## src/hdl/lcdnib_pkg.sv

```systemverilog
// Shared types, codes and init command table for the LCD nibble write sequencer.
package lcdnib_pkg;

  typedef enum logic [2:0] {
    PH_IDLE   = 3'd0,
    PH_POWER  = 3'd1,
    PH_HI     = 3'd2,
    PH_GAP    = 3'd3,
    PH_LO     = 3'd4,
    PH_SETTLE = 3'd5,
    PH_EXTRA  = 3'd6
  } phase_t;

  localparam logic [2:0] OP_TICK    = 3'd0;
  localparam logic [2:0] OP_COMMAND = 3'd1;
  localparam logic [2:0] OP_DATA    = 3'd2;
  localparam logic [2:0] OP_CURSOR  = 3'd3;
  localparam logic [2:0] OP_CLEAR   = 3'd4;
  localparam logic [2:0] OP_INIT    = 3'd5;

  localparam logic [1:0] REG_PULSE    = 2'd0;
  localparam logic [1:0] REG_GAP      = 2'd1;
  localparam logic [1:0] REG_SETTLE   = 2'd2;
  localparam logic [1:0] REG_POWER_ON = 2'd3;

  localparam logic [7:0]  PULSE_RESET    = 8'd1;
  localparam logic [9:0]  GAP_RESET      = 10'd200;
  localparam logic [12:0] SETTLE_RESET   = 13'd2000;
  localparam logic [15:0] POWER_ON_RESET = 16'd20000;

  localparam logic [7:0] CMD_CLEAR = 8'h01;
  localparam logic [7:0] ROW1_BASE = 8'h80;
  localparam logic [7:0] ROW2_BASE = 8'hC0;

  localparam logic [2:0] INIT_LAST = 3'd4;

  function automatic logic [7:0] init_cmd(input logic [2:0] k);
    logic [7:0] c;
    case (k)
      3'd0:    c = 8'h02;
      3'd1:    c = 8'h28;
      3'd2:    c = 8'h0C;
      3'd3:    c = 8'h06;
      3'd4:    c = 8'h01;
      default: c = 8'h00;
    endcase
    return c;
  endfunction

endpackage

```

## src/hdl/char_lcd_nibble_write_sequencer.sv

```systemverilog
// Top level: 4-bit character LCD write sequencer with tick-driven timing.
//
// Input channel (in_valid/in_stall) carries one item per request: op selects a
// microsecond tick, a command byte, a data byte, a cursor move, clear or init.
// Each accepted item steps the sequencer once and yields exactly one result on
// the output channel (out_valid/out_stall): the pin levels data_nibble,
// reg_select and enable after the item, busy_res, and rejected for a request
// that arrived while a transfer or wait was running (it is dropped).
// The result is registered; one item per cycle is taken while in_stall is low.
// A two-entry output stage (result register plus skid register) lets an item be
// taken while the previous result still waits; in_stall rises only once both
// entries are full, i.e. after the receiver stalls two results. Timing
// registers are written through cfg_we/cfg_index/cfg_data; the user must write
// them only while idle, as the block does not enforce it. Times wider than
// TIMER_BITS saturate and zero acts as one tick. Reset (rst, synchronous)
// returns the sequencer to idle with all held values zero, restores the default
// timings and empties the output stage.
module char_lcd_nibble_write_sequencer #(
  parameter int TIMER_BITS = 16
) (
  input  logic        clk,
  input  logic        rst,
  input  logic        cfg_we,
  input  logic [1:0]  cfg_index,
  input  logic [15:0] cfg_data,
  input  logic        in_valid,
  output logic        in_stall,
  input  logic [2:0]  op,
  input  logic [7:0]  value,
  input  logic [5:0]  column,
  input  logic [1:0]  row,
  output logic        out_valid,
  input  logic        out_stall,
  output logic [3:0]  data_nibble,
  output logic        reg_select,
  output logic        enable,
  output logic        busy_res,
  output logic        rejected
);
  import lcdnib_pkg::*;

  localparam int LW = (TIMER_BITS > 16) ? TIMER_BITS : 16;

  typedef struct packed {
    logic [3:0] data_nibble;
    logic       reg_select;
    logic       enable;
    logic       busy_res;
    logic       rejected;
  } result_t;

  logic [7:0]  pulse_us;
  logic [9:0]  gap_us;
  logic [12:0] settle_us;
  logic [15:0] power_on_us;

  phase_t                phase, phase_next;
  logic [TIMER_BITS-1:0] countdown, countdown_next;
  logic [7:0]            byte_held, byte_held_next;
  logic                  select_held, select_held_next;
  logic [2:0]            init_index, init_index_next;
  logic                  extra_settle, extra_settle_next;
  logic [3:0]            nibble_out, nibble_out_next;

  logic [TIMER_BITS-1:0] pulse_ld, gap_ld, settle_ld, power_ld;
  logic                  accept, busy, rej;
  logic                  start, start_sel;
  logic [7:0]            start_byte;
  result_t               result, out_res, skid_res;
  logic                  skid_valid;

  function automatic logic [TIMER_BITS-1:0] tload(input logic [15:0] t);
    logic [LW-1:0] tw;
    logic [LW-1:0] maxv;
    tw   = LW'(t);
    maxv = LW'({TIMER_BITS{1'b1}});
    return (tw > maxv) ? {TIMER_BITS{1'b1}} : tw[TIMER_BITS-1:0];
  endfunction

  assign pulse_ld  = tload({8'd0, pulse_us});
  assign gap_ld    = tload({6'd0, gap_us});
  assign settle_ld = tload({3'd0, settle_us});
  assign power_ld  = tload(power_on_us);

  always_ff @(posedge clk) begin
    if (rst) begin
      pulse_us    <= PULSE_RESET;
      gap_us      <= GAP_RESET;
      settle_us   <= SETTLE_RESET;
      power_on_us <= POWER_ON_RESET;
    end else if (cfg_we) begin
      case (cfg_index)
        REG_PULSE:    pulse_us    <= cfg_data[7:0];
        REG_GAP:      gap_us      <= cfg_data[9:0];
        REG_SETTLE:   settle_us   <= cfg_data[12:0];
        REG_POWER_ON: power_on_us <= cfg_data;
        default: ;
      endcase
    end
  end

  assign accept = in_valid && !in_stall;
  assign busy   = (phase != PH_IDLE);

  always_comb begin
    phase_next        = phase;
    countdown_next    = countdown;
    byte_held_next    = byte_held;
    select_held_next  = select_held;
    init_index_next   = init_index;
    extra_settle_next = extra_settle;
    nibble_out_next   = nibble_out;
    rej               = 1'b0;
    start             = 1'b0;
    start_sel         = 1'b0;
    start_byte        = 8'd0;

    if (op == OP_TICK) begin
      if (busy) begin
        if (countdown > TIMER_BITS'(1)) begin
          countdown_next = countdown - TIMER_BITS'(1);
        end else begin
          case (phase)
            PH_POWER: begin
              init_index_next = 3'd1;
              start           = 1'b1;
              start_byte      = init_cmd(3'd0);
            end
            PH_HI: begin
              phase_next     = PH_GAP;
              countdown_next = gap_ld;
            end
            PH_GAP: begin
              nibble_out_next = byte_held[3:0];
              phase_next      = PH_LO;
              countdown_next  = pulse_ld;
            end
            PH_LO: begin
              phase_next     = PH_SETTLE;
              countdown_next = settle_ld;
            end
            PH_SETTLE: begin
              if (init_index inside {[3'd1:INIT_LAST]}) begin
                init_index_next = init_index + 3'd1;
                start           = 1'b1;
                start_byte      = init_cmd(init_index);
              end else begin
                init_index_next = 3'd0;
                if (extra_settle) begin
                  extra_settle_next = 1'b0;
                  phase_next        = PH_EXTRA;
                  countdown_next    = settle_ld;
                end else begin
                  phase_next     = PH_IDLE;
                  countdown_next = '0;
                end
              end
            end
            default: begin
              phase_next     = PH_IDLE;
              countdown_next = '0;
            end
          endcase
        end
      end
    end else if (op <= OP_INIT) begin
      if (busy) begin
        rej = 1'b1;
      end else begin
        case (op)
          OP_COMMAND: begin
            start      = 1'b1;
            start_byte = value;
          end
          OP_DATA: begin
            start      = 1'b1;
            start_sel  = 1'b1;
            start_byte = value;
          end
          OP_CURSOR: begin
            if (row == 2'd1) begin
              start      = 1'b1;
              start_byte = ROW1_BASE + {2'd0, column};
            end else if (row == 2'd2) begin
              start      = 1'b1;
              start_byte = ROW2_BASE + {2'd0, column};
            end
          end
          OP_CLEAR: begin
            extra_settle_next = 1'b1;
            start             = 1'b1;
            start_byte        = CMD_CLEAR;
          end
          default: begin
            extra_settle_next = 1'b1;
            init_index_next   = 3'd0;
            phase_next        = PH_POWER;
            countdown_next    = power_ld;
          end
        endcase
      end
    end

    if (start) begin
      byte_held_next   = start_byte;
      select_held_next = start_sel;
      nibble_out_next  = start_byte[7:4];
      phase_next       = PH_HI;
      countdown_next   = pulse_ld;
    end

    result.data_nibble = nibble_out_next;
    result.reg_select  = select_held_next;
    result.enable      = (phase_next == PH_HI) || (phase_next == PH_LO);
    result.busy_res    = (phase_next != PH_IDLE);
    result.rejected    = rej;
  end

  always_ff @(posedge clk) begin
    if (rst) begin
      phase        <= PH_IDLE;
      countdown    <= '0;
      byte_held    <= 8'd0;
      select_held  <= 1'b0;
      init_index   <= 3'd0;
      extra_settle <= 1'b0;
      nibble_out   <= 4'd0;
    end else if (accept) begin
      phase        <= phase_next;
      countdown    <= countdown_next;
      byte_held    <= byte_held_next;
      select_held  <= select_held_next;
      init_index   <= init_index_next;
      extra_settle <= extra_settle_next;
      nibble_out   <= nibble_out_next;
    end
  end

  always_ff @(posedge clk) begin
    if (rst) begin
      out_valid  <= 1'b0;
      skid_valid <= 1'b0;
    end else if (!out_valid || !out_stall) begin
      if (skid_valid) begin
        out_valid  <= 1'b1;
        skid_valid <= 1'b0;
      end else begin
        out_valid <= accept;
      end
    end else if (accept) begin
      skid_valid <= 1'b1;
    end
  end

  always_ff @(posedge clk) begin
    if (!out_valid || !out_stall) begin
      out_res <= skid_valid ? skid_res : result;
    end else if (accept) begin
      skid_res <= result;
    end
  end

  assign in_stall    = skid_valid;
  assign data_nibble = out_res.data_nibble;
  assign reg_select  = out_res.reg_select;
  assign enable      = out_res.enable;
  assign busy_res    = out_res.busy_res;
  assign rejected    = out_res.rejected;

  a_skid_needs_out: assert property (@(posedge clk) disable iff (rst)
    skid_valid |-> out_valid)
    else $error("skid entry held while output register empty");

  a_enable_busy: assert property (@(posedge clk) disable iff (rst)
    (out_valid && enable) |-> busy_res)
    else $error("enable reported without busy");

  a_reject_busy: assert property (@(posedge clk) disable iff (rst)
    (accept && result.rejected) |-> (busy && result.busy_res))
    else $error("request rejected while idle");

  a_idle_zero: assert property (@(posedge clk) disable iff (rst)
    (phase == PH_IDLE) |-> (countdown == '0 && init_index == 3'd0))
    else $error("idle with timer or init sequence pending");

endmodule

```

## config.mk

```make
export PLATFORM = sky130hd
export DESIGN_NAME = char_lcd_nibble_write_sequencer
export DESIGN_NICKNAME = d
export VERILOG_FILES = /design/src/hdl/lcdnib_pkg.sv /design/src/hdl/char_lcd_nibble_write_sequencer.sv
export SDC_FILE = /design/constraint.sdc
export NUM_CORES = 1
export LEC_CHECK = 0
export ABC_AREA = 1
export BUFFER_PORTS_ARGS = -buffer_cell sky130_fd_sc_hd__clkbuf_2
export CAP_MARGIN = 40
export CELL_PAD_IN_SITES_DETAIL_PLACEMENT = 1
export CELL_PAD_IN_SITES_GLOBAL_PLACEMENT = 2
export CORE_ASPECT_RATIO = 0.8
export CORE_MARGIN = 2
export CORE_UTILIZATION = 34
export DETAILED_ROUTE_END_ITERATION = 7
export PLACE_DENSITY = 0.91
export SLEW_MARGIN = 15
export SYNTH_ARGS = -nofsm -noshare
export SYNTH_HDL_FRONTEND = slang
export SYNTH_SLANG_ARGS = --single-unit
```

## constraint.sdc

```tcl
create_clock -name clk -period 2.8 [get_ports clk]
set_clock_uncertainty 0.15 [all_clocks]
set_input_delay 0.42 -clock clk [delete_from_list [all_inputs] [get_ports clk]]
set_output_delay 0.42 -clock clk [all_outputs]
set_load 0.005 [all_outputs]
```

# Word-level counts from Yosys, hierarchy flattened
# Index checks and enable logic that the tools add are counted.
dict set report totals {
  reg_bits 97
  in_bits 42
  wordCells 167
}
dict set report classes {
  n_addsub 4
  magnitude_cmp 5
  eq_ne 33
  n_mux 73
  bitwise 1
  reduce_logical 28
}
# operator n
set ops {}
lappend ops {{16-bit 2-to-1 mux} 9}
lappend ops {{16-bit one-hot mux with 5 select lines} 1}
lappend ops {{3-bit 2-to-1 mux} 16}
lappend ops {{8-bit 2-to-1 mux} 6}
lappend ops {{6-bit one-hot mux with 5 select lines} 1}
lappend ops {{1-bit 2-to-1 mux} 25}
lappend ops {{8-bit one-hot mux with 3 select lines} 1}
lappend ops {{3-bit by 2-bit == test with 1-bit output (second input constant)} 7}
lappend ops {{4-bit 2-to-1 mux} 5}
lappend ops {{6-bit 2-to-1 mux} 3}
lappend ops {{16-bit by 1-bit greater-than comparator with 1-bit output (second input constant)} 1}
lappend ops {{16-bit greater-than comparator (second input constant)} 1}
lappend ops {{16-bit by 1-bit subtractor with 16-bit output (second input constant)} 1}
lappend ops {{3-bit == test (second input constant)} 5}
lappend ops {{3-bit one-hot mux with 5 select lines} 1}
lappend ops {{7-bit AND reduction} 2}
lappend ops {{13-bit 2-to-1 mux} 1}
lappend ops {{6-bit one-hot mux with 2 select lines} 1}
lappend ops {{2-bit AND reduction} 6}
lappend ops {{3-bit by 1-bit == test with 1-bit output (second input constant)} 3}
lappend ops {{3-bit inequality test (second input constant)} 3}
lappend ops {{3-bit nonzero test} 3}
lappend ops {{7-bit by 7-bit adder with 8-bit output (first input constant)} 1}
lappend ops {{8-bit by 6-bit adder with 8-bit output (first input constant)} 1}
lappend ops {{other kinds (23)} 40}

# Logic depth before layout (Yosys ltp)
# Gate-level depths: netlist (run 1).
dict set report depth {
  depth_word 11
  mapped_depth 14
  ltp_nobuf 14
}

# Worst setup path before layout (run 1)
# OpenSTA, ideal clock, no wires.
dict set report synth_path {
  path_type {register to register}
  start {reg init_index[1]}
  end {reg out_res, in the netlist busy_res (data pin)}
  arrival_time_ns 1.787
  required_ns 2.399
  slack_ns 0.613
  path_stages_with_launch 12
  n_path_buf 1
  path_cell_list {dfxtp_1 -> inv_1 -> ha_1 -> or2_1 -> nand3_2 -> nand2_4 -> a21oi_4 -> buf_8 -> nand2_2 -> nand3b_4 -> nand2_2 -> nand2_2}
}
# element line_no
set synth_lines {}
lappend synth_lines {{start, declared} char_lcd_nibble_write_sequencer.sv:61} ;# logic [2:0] init_index, init_index_next;
lappend synth_lines {{start signal, assigned} char_lcd_nibble_write_sequencer.sv:233} ;# init_index <= init_index_next;
lappend synth_lines {{end signal, assigned} char_lcd_nibble_write_sequencer.sv:257} ;# out_res <= skid_valid ? skid_res : result;
lappend synth_lines {{end, declared} char_lcd_nibble_write_sequencer.sv:69} ;# result_t result, out_res, skid_res;

==> results of run 1 <==
-- Yosys cell counts (3+ instances only) --
master    count  area share
nand2_1     175        0.12
nor2_4        6       0.012
nand4_1       5      0.0058
edfxtp_1     16       0.088
o21ai_1       6      0.0055
dfxtp_1      81        0.30
nor2_2       11       0.013
nand2_4       4      0.0083
nand2_2       9       0.010
ha_1          9       0.021
buf_2         4      0.0037
a31oi_1       6      0.0069
xor2_1        7       0.011
o21ai_2       3      0.0048
nand3_1      46       0.042
inv_1        69       0.048
nand3_2       3      0.0055
a21oi_2       4      0.0064
inv_2        14      0.0097
o211ai_2      4      0.0092
clkbuf_1     14      0.0097
a22oi_1       8       0.011
o22ai_1       8      0.0092
o21ai_0      69       0.064
nor3_1        4      0.0037
clkinv_1      3      0.0021
nor2_1      109       0.075
a21oi_1      50       0.046
-- worst max-delay path: cells and delay by family, from the launching register on --
kind / cells / cell delay, ns
buffers and inverters: 1 / 0.09
flip-flops: 1 / 0.39
adder cells (fa/ha/maj): 1 / 0.25
AND/OR/NAND/NOR: 6 / 1.02
AO/OA/AOI/OAI: 1 / 0.38
-- final cells by class --
type / count / area (sq um) / share of cell area
inverter: 86 / 323 / 0.0519
multi-input combinational: 565 / 2880 / 0.463
sequential: 97 / 2100 / 0.338
timing repair buffer: 63 / 345 / 0.0555
clock buffer: 9 / 225 / 0.0362
clock inverter: 7 / 77.6 / 0.0125
tap: 215 / 269 / 0.0433
-- flip-flops by register name, summed over array words and instances, names as in the netlist --
| register | cells |
|---|---|
| gap_us | 10 |
| phase | 3 |
| enable | 1 |
| skid_res | 8 |
| countdown | 16 |
| extra_settle | 1 |
| rejected | 1 |
| settle_us | 13 |
| out_valid | 1 |
| in_stall | 1 |
| data_nibble | 4 |
| nibble_out | 4 |
| power_on_us | 16 |
| busy_res | 1 |
| select_held | 1 |
| reg_select | 1 |
| init_index | 3 |
| byte_held | 4 |
| pulse_us | 8 |
-- metrics by stage --
stage / util / area (sq um) / setup slack [ns] / instances / total power (uW)
floorplan: - / 5440 / 0.613 / 773 / 2300
global placement: 0.377 / 5920 / 0.333 / 1026 / 2580
detailed placement: 0.377 / 5920 / 0.261 / 1026 / 2590
CTS: 0.396 / 6220 / 0.261 / 1042 / 3870
global route: 0.396 / 6220 / 0.131 / 1042 / 4080
finish: 0.396 / 6220 / 0.254 / 1042 / 3840
-- per-layer routing --
layer  global-route usage  wire length (microns)
met5                    0                      0
met3               0.0380                    584
met1                0.282                   8540
met4               0.0451                    135
met2                0.317                   6780
-- report_power, final --
part	switching (uW)	total (uW)	internal (uW)
Combinational	655	976	321
Clock	571	1270	703
Sequential	64.3	1590	1520
-- path summary, 6_finish.rpt --
check	startpoint	end	slack (ns)	cells past startpoint
setup / recovery	countdown[0]	skid_res[2]	0.25	9
hold / removal	cfg_data[14]	power_on_us[14]	0.14	3
setup reg to reg	countdown[0]	skid_res[2]	0.25	9
hold reg to reg	power_on_us[15]	power_on_us[15]	0.30	2
-- kinds of logic (layout without fill, tap and decap cells) --
family	after synthesis	count (layout)
and+or+nand+nor	382	382
AOI/OAI and AO/OA	166	166
buffers and inverters	111	165
DFF	97	97
adders and majority gates	9	9
xor gates and xnor gates	8	8
==> results.yml, run 1 <==
final_layout:
  num-fill-cells: 2070
  syn_to_final_growth_pct: 14.4
  final_cell_mix: "175 x nand2_1, 109 x nor2_1, 81 x dfxtp_1, 69 x inv_1, 69 x o21ai_0"
  final_common_cell: "nand2_1"
  nets: 873
  diodes: 0
  drive_gt1_frac: 0.173
clock_network:
  cts.reportedPaths.clkPinSlew_ns: 0.07
  htreeDepth: 3
  worstSkewPairLatency_ns: 0.35
  clock_path_buffers: 2
  ctsResizeCount: 0
  cts_root_buffer: "clkbuf_16"
  numCtsBuffers: 9
  post-cts-setup-buffer-count: 0
  clock_sinks: 97
  hold_buffers: 0
  cts_tree: "built"
pwr:
  leakage_uw: 0.00287
  max-vdd-ir-drop_mv: 0.337
  cellPowerDensity_nw_per_um2: 617
synthesis:
  synth_top_family_by_area: "simple AND/OR/NAND/NOR gates"
  yosys.area_share.xor_xnor: 0.0129
  synth_compound_area_frac: 0.176
  synthSimpleGateAreaFrac: 0.320
  synth_edf_count: 16
  synth_cells: 773
  ys_seq_area_frac: 0.387
  syn_nets: 824
  yosys-mux-area-fraction: 0
  ys_ff_latch: 97
  synth_async_sr_flop_share: 0
  yosys_warnings: 0
  ys.flop_type: "dfxtp_1"
  syn-cell-area_sq_um: 5440
  synthDistinctLibCells: 49
  synth.avg_cell_area_sq_um: 7.03
  synth_adder_area_share: 0.0207
run:
  drv_cap: 0
timing:
  fin_crit_sh: 0.909
  worst_pin_slew_ns: 0.754
  max_slew_margin: 0.495
  setup_viol: 0
  fmax_mhz: 393
  whs_ns: 0.140
  min_period_ns: 2.55
  finalSetupTns_ns: 0
  hold_violations: 0
  drv_slew: 0
  grt_setup_unrepaired: "no"
drt:
  drc: 0
  wl_mm: 16.0
  via_count: 5143
  drtPass1Iterations: 5
  ant_nets: 0
  viasPerCell: 4.94
  drt_iter0_markers: 293
  wire_per_inst_microns: 15.4
place:
  gp_congestion: 0.818
  port-buffer-count: 51
  dpl.hpwl_mm: 12.1
outcome:
  status: "completed"
grt:
  antenna_found_initial: 0
  grt_max_degree: 59
  first_global_vias: 5109
  grt_overflow: 0
  grt_pass1_wl_mm: 26.7
  grt_usage: 0.199
setup_path:
  start_kind: "flop"
  crit_path_end_kind: "flop"
  arrival_ns: 2.51
  crit_slowest_cell: "dfxtp_1"
  path_class: "flop to flop"
  cp_max_fo: 12
  crit_required_ns: 2.76
  critical_path.cell_chain: "inv_1 -> ha_1 -> nor2_1 -> nor2_2 -> nand3_4 -> nor2_8 -> a21oi_4 -> nand3_1 -> and3_1"
  max_stage_delay_ns: 0.39
floorplan:
  core-area_sq_um: 15700
  rows: 41
  dieArea_sq_um: 17000
  ios: 52
  die_w_microns: 145
  die_height_microns: 117
  start_util: 0.346
min_path:
  min-delay-path-class: "primary input to flop"
No activity file was read; power rests on OpenSTA's default activity.
==> inputs of run 2 (changes only) <==
--- a/config.mk
+++ b/config.mk
@@ -6,15 +6,15 @@
 export NUM_CORES = 1
 export LEC_CHECK = 0
 export ABC_AREA = 1
-export BUFFER_PORTS_ARGS = -buffer_cell sky130_fd_sc_hd__clkbuf_2
-export CAP_MARGIN = 40
+export CAP_MARGIN = 5
 export CELL_PAD_IN_SITES_DETAIL_PLACEMENT = 1
 export CELL_PAD_IN_SITES_GLOBAL_PLACEMENT = 2
 export CORE_ASPECT_RATIO = 0.8
 export CORE_MARGIN = 2
-export CORE_UTILIZATION = 34
+export CORE_UTILIZATION = 36
 export DETAILED_ROUTE_END_ITERATION = 7
-export PLACE_DENSITY = 0.91
+export DONT_BUFFER_PORTS = 1
+export PLACE_DENSITY = 0.9
 export SLEW_MARGIN = 15
 export SYNTH_ARGS = -nofsm -noshare
 export SYNTH_HDL_FRONTEND = slang
==> run 2 against run 1 <==
Power shrank 3.3%. Clock power shrank 6%. Cell area shrank 5.0%. Fmax is essentially flat. Hold slack lost 0.11 ns. Utilization grew 0.12 points. Largest cell class unchanged. Highest routed layer unchanged.
==> results.yml, run 2 (synthesized netlist as in run 1, its figures left out) <==
final_layout:
  multi_input_area_sq_um: 2880
  final_cell_mix: "175 x nand2_1, 109 x nor2_1, 81 x dfxtp_1, 69 x inv_1, 69 x o21ai_0"
  reg_top3: "countdown (16), power_on_us (16), settle_us (13)"
  final-seq-area_sq_um: 2100
  final_common_cell: "nand2_1"
  num-fill-cells: 1881
  nets: 821
  syn_to_final_growth_pct: 8.68
  diodes: 0
  drive_gt1_frac: 0.117
drt:
  drt_iter0_markers: 270
  viasPerCell: 5.25
  drtPass1Iterations: 4
  dr_wl_met3_microns: 569
  wl_met1_mm: 8.29
  drc: 0
  via_count: 5059
  ant_nets: 0
  topRoutingLayerUsed: "met4"
  dr_wl_met2_mm: 7.35
  wire_per_inst_microns: 17.0
  wl_mm: 16.4
floorplan:
  core-area_sq_um: 14900
  rows: 40
  start_util: 0.366
  die_w_microns: 141
  dieArea_sq_um: 16100
  ios: 52
  die_height_microns: 114
setup_path:
  cp_top_family: "simple AND/OR/NAND/NOR gates"
  crit_path_end_kind: "flop"
  path_class: "flop to flop"
  critical_path_buf_inv_count: 1
  crit_slowest_cell: "dfxtp_1"
  max_stage_delay_ns: 0.39
  crit_required_ns: 2.76
  cp_max_fo: 11
  start_kind: "flop"
  critical_path.cell_chain: "inv_1 -> ha_1 -> or2_1 -> nand3_2 -> nand2_4 -> a21oi_4 -> nand3_1 -> and3_1"
  arrival_ns: 2.51
grt:
  grt_usage: 0.216
  grt_pass1_wl_mm: 27.6
  grt_max_degree: 59
  first_global_vias: 5249
  antenna_found_initial: 0
  grt_overflow: 0
pwr:
  cellPowerDensity_nw_per_um2: 628
  leakage_uw: 0.00265
  clkPwrFrac: 0.322
  p_int_uw: 2430
  switching_power_uw: 1280
  p_seq_frac: 0.431
  netSwitchingFraction: 0.345
  pwr-share-comb: 0.247
  max-vdd-ir-drop_mv: 0.359
timing:
  drv_slew: 0
  fin_crit_sh: 0.909
  whs_ns: 0.0342
  setup_viol: 0
  fmax_mhz: 393
  hold_violations: 0
  worst_pin_slew_ns: 0.891
  min_period_ns: 2.54
  finalSetupTns_ns: 0
  max_slew_margin: 0.404
  grt_setup_unrepaired: "no"
run:
  drv_cap: 0
place:
  port-buffer-count: 0
  dpl.hpwl_mm: 12.3
  gp_congestion: 0.868
clock_network:
  worstSkewPairLatency_ns: 0.36
  htreeDepth: 3
  cts_tree: "built"
  cts.reportedPaths.clkPinSlew_ns: 0.07
  numCtsBuffers: 9
  clock_sinks: 97
  post-cts-setup-buffer-count: 0
  clock_path_buffers: 2
  cts_root_buffer: "clkbuf_16"
outcome:
  status: "completed"
min_path:
  min-delay-path-class: "primary input to flop"
## run 2: what timing repair did
action,CTS,global route
resized for setup,0,0
hold endpoints to repair,18,0
hold buffers,1,0
## run 2: metal layers
layer,vias up,GRT usage
met5,-,0
met4,0,0.0513
met3,13,0.0403
met2,78,0.348
met1,2447,0.303
li1,2521,-
## run 2: per-stage QoR
step                      total power, uW  cells  area (sq um)   util  worst slack (ns)
after floorplan                      2300    773          5440      -             0.613
after global placement               2500    947          5610  0.378             0.426
after detailed placement             2530    947          5610  0.378             0.281
after CTS                            3740    964          5910  0.397             0.268
after global routing                 3930    964          5910  0.397             0.132
final                                3710    964          5910  0.397             0.255
## run 2: worst register-to-register path: stages (launching register included)
cell and delay [ns]:
dfxtp_1 0.39, inv_1 0.10, ha_1 0.25, or2_1 0.26
nand3_2 0.14, nand2_4 0.09, a21oi_4 0.38, nand3_1 0.27
and3_1 0.26
## run 2: path summary, 6_finish.rpt
check	from	end	slack (ns)	depth (start not counted)
min reg2reg	power_on_us[15]	power_on_us[15]	0.31	2
max reg2reg	init_index[0]	skid_res[2]	0.26	8
max	init_index[0]	skid_res[2]	0.26	8
min	cfg_data[8]	settle_us[8]	0.03	2
## run 2: cell type report
| class | count | area share |
|---|---|---|
| clock inverters | 6 | 0.00911 |
| multi-input cells | 565 | 0.487 |
| flip-flops and latches | 97 | 0.356 |
| clock buffers | 10 | 0.0390 |
| repair buffers | 11 | 0.0144 |
| inverters | 86 | 0.0546 |
| well taps | 189 | 0.0400 |
## run 2: power by group through the flow
stage	clock network (uW)	logic, uW	registers, uW
finish	1200	917	1600
global route	1280	1030	1610
CTS	1220	915	1600
detailed placement	0	899	1630
global placement	0	876	1620
floorplan	0	699	1610
==> inputs of run 3 (changes only) <==
--- a/config.mk
+++ b/config.mk
@@ -5,13 +5,13 @@
 export SDC_FILE = /design/constraint.sdc
 export NUM_CORES = 1
 export LEC_CHECK = 0
-export ABC_AREA = 1
 export CAP_MARGIN = 5
 export CELL_PAD_IN_SITES_DETAIL_PLACEMENT = 1
 export CELL_PAD_IN_SITES_GLOBAL_PLACEMENT = 2
 export CORE_ASPECT_RATIO = 0.8
 export CORE_MARGIN = 2
-export CORE_UTILIZATION = 36
+export CORE_UTILIZATION = 38
+export CTS_CLUSTER_DIAMETER = 80
 export DETAILED_ROUTE_END_ITERATION = 7
 export DONT_BUFFER_PORTS = 1
 export PLACE_DENSITY = 0.9
==> run 3 against run 2 <==
Flip-flop and latch count stayed put. Count of clock-buffer cells in the layout shrank 1. Setup slack got worse by 0.15 ns. Fmax is 5.6% lower. Critical path type unchanged. Hold slack gained 0.0024 ns. Sequential power is essentially flat. Sequential share of layout area is 0.11 points lower. Global-route usage rose by 2.4 points. Die area shrank 8.6%. Utilization increased by 4.1 points. Final cell count is 15% lower.
==> results.yml, run 3 <==
final_layout:
  syn_to_final_growth_pct: 13.4
  diodes: 0
  final_cell_mix: "112 x nand2_1, 81 x dfxtp_1, 52 x a21oi_1, 47 x nor2_1, 35 x buf_4"
  utilization: 0.439
  final_common_cell: "nand2_1"
  drive_gt1_frac: 0.148
  nets: 683
  reg_top3: "countdown (16), power_on_us (16), settle_us (13)"
setup_path:
  crit_required_ns: 2.76
  arrival_ns: 2.66
  reg2reg_depth: 8
  cp_max_fo: 6
  crit_path_end_kind: "flop"
  path_class: "flop to flop"
  start_kind: "flop"
  regToRegSetupSlack_ns: 0.10
  rr_startpoint: "init_index[1]"
  regToRegEndpoint: "data_nibble[1]"
synthesis:
  synth_edf_count: 16
  yosys-top-cells-count: "112 x nand2_1, 81 x dfxtp_1, 53 x a21oi_1"
  ys_seq_area_frac: 0.402
  synth_cells: 629
  synth_top_area_cell: "dfxtp_1"
  yosysMostFrequentCell: "nand2_1"
  synthDistinctLibCells: 69
  synth_async_sr_flop_share: 0
  synth_area_leaders: "dfxtp_1 31%, edfxtp_1 9.2%, nand2_1 8.0%"
  ys.flop_type: "dfxtp_1"
  synth_top_cell_area_share: 0.310
  yosys_warnings: 0
  syn-cell-area_sq_um: 5230
  ys_ff_latch: 97
  syn_nets: 680
  synth.avg_cell_area_sq_um: 8.31
place:
  gp_congestion: 0.877
  port-buffer-count: 0
  dpl.hpwl_mm: 12.1
floorplan:
  dieArea_sq_um: 14700
  rows: 38
  die_height_microns: 109
  ios: 52
  start_util: 0.387
  core-area_sq_um: 13500
  die_w_microns: 135
pwr:
  max-vdd-ir-drop_mv: 0.414
  leakage_uw: 0.00212
  cellPowerDensity_nw_per_um2: 625
timing:
  min_period_ns: 2.70
  hold_violations: 0
  fin_crit_sh: 0.963
  drv_slew: 0
  worst_pin_slew_ns: 0.739
  fmax_mhz: 371
  finalSetupTns_ns: 0
  grt_setup_unrepaired: "no"
  max_slew_margin: 0.505
  setup_viol: 0
grt:
  grt_pass1_wl_mm: 27.0
  first_global_vias: 4830
  grt_usage: 0.240
  grt_overflow: 0
  grt_max_degree: 57
  antenna_found_initial: 0
clock_network:
  numCtsBuffers: 9
  cts.reportedPaths.clkPinSlew_ns: 0.07
  htreeDepth: 3
  worstSkewPairLatency_ns: 0.36
  cts_tree: "built"
  clock_sinks: 97
  cts_root_buffer: "clkbuf_16"
  clock_path_buffers: 2
drt:
  drt_iter0_markers: 369
  via_count: 4925
  ant_nets: 0
  drc: 0
  drtPass1Iterations: 5
  wire_per_inst_microns: 20.9
  viasPerCell: 6.03
  wl_mm: 17.1
outcome:
  status: "completed"
min_path:
  min_path_cells: 2
  hold_start: "cfg_data[6]"
  hold_end: "settle_us[6]"
  min-delay-path-class: "primary input to flop"
run:
  drv_cap: 0
[run 3: cell types whose count changed after synthesis, moves of 12 or more]
cell      change
nor2_1       -60
nor3_1       +16
nand3_1      -21
inv_1        -58
mux2i_1      +12
inv_2        -14
nand2_1      -63
o21ai_0      -46
mux2_2       +16
clkbuf_1     +19
[run 3: worst max-delay path by stage]
stage | startpoint | end
after floorplan | countdown[12] | data_nibble[0]
after global placement | countdown[15] | data_nibble[0]
after detailed placement | countdown[15] | data_nibble[0]
after CTS | init_index[1] | busy_res
after global routing | countdown[15] | busy_res
final | init_index[1] | data_nibble[1]
[run 3: metal layers]
layer	part of all wire	up-vias	track usage
met5	0	-	0
met4	0.019	0	0.0751
met3	0.060	20	0.0423
met2	0.47	155	0.386
met1	0.45	2466	0.330
li1	-	2284	-
[run 3: area by class of cell]
type	instances	area (sq um)
fill	1646	7580
timing repair buffer	37	310
clock inverter	7	92.6
inverter	12	45.0
multi-input combinational	475	2930
tap	180	225
sequential	97	2100
clock buffer	9	225
[run 3: power by group]
| group | total (uW) | leakage, uW | internal (uW) | switching, uW |
|---|---|---|---|---|
| Sequential | 1570 | 0.000825 | 1500 | 67.7 |
| Combinational | 782 | 0.00115 | 312 | 470 |
| Clock | 1350 | 0.000151 | 782 | 571 |
[run 3: repair_timing]
action / in CTS / in global routing
hold buffers: 1 / 0
gates resized for setup: 0 / 7
hold endpoints to repair: 56 / 0
buffers inserted: 0 / 1
setup endpoints to repair: 1 / 15
pin swaps: 1 / 2
[run 3: worst max-delay path, cell delays in order, from the launching register on]
cell     delay, ns
dfxtp_1       0.35
inv_1         0.08
ha_1          0.29
or3_1         0.36
a31oi_1       0.35
nor4_4        0.11
o32a_2        0.35
and2_1        0.16
mux2_2        0.26
[run 3: per-stage QoR]
stage / cell area (sq um) / power, uW / setup slack (ns) / hold WS [ns] / cells
after global routing: 5930 / 3850 / 0.00503 / 0.0274 / 817
after CTS: 5900 / 3720 / 0.0601 / 0.0247 / 816
final: 5930 / 3700 / 0.105 / 0.0366 / 817
after detailed placement: 5550 / 2340 / -0.0109 / 0.295 / 799
after floorplan: 5230 / 2090 / 0.0501 / 0.279 / 629
after global placement: 5550 / 2310 / 0.0402 / 0.290 / 799
[run 3: cell families after synthesis]
group,Yosys count,synth area share
mux,28,0.0574
xor+xnor,9,0.0151
buf+inv,57,0.0440
fa+ha+maj,9,0.0215
flops,97,0.402
compound gates,160,0.213
simple gates,269,0.247
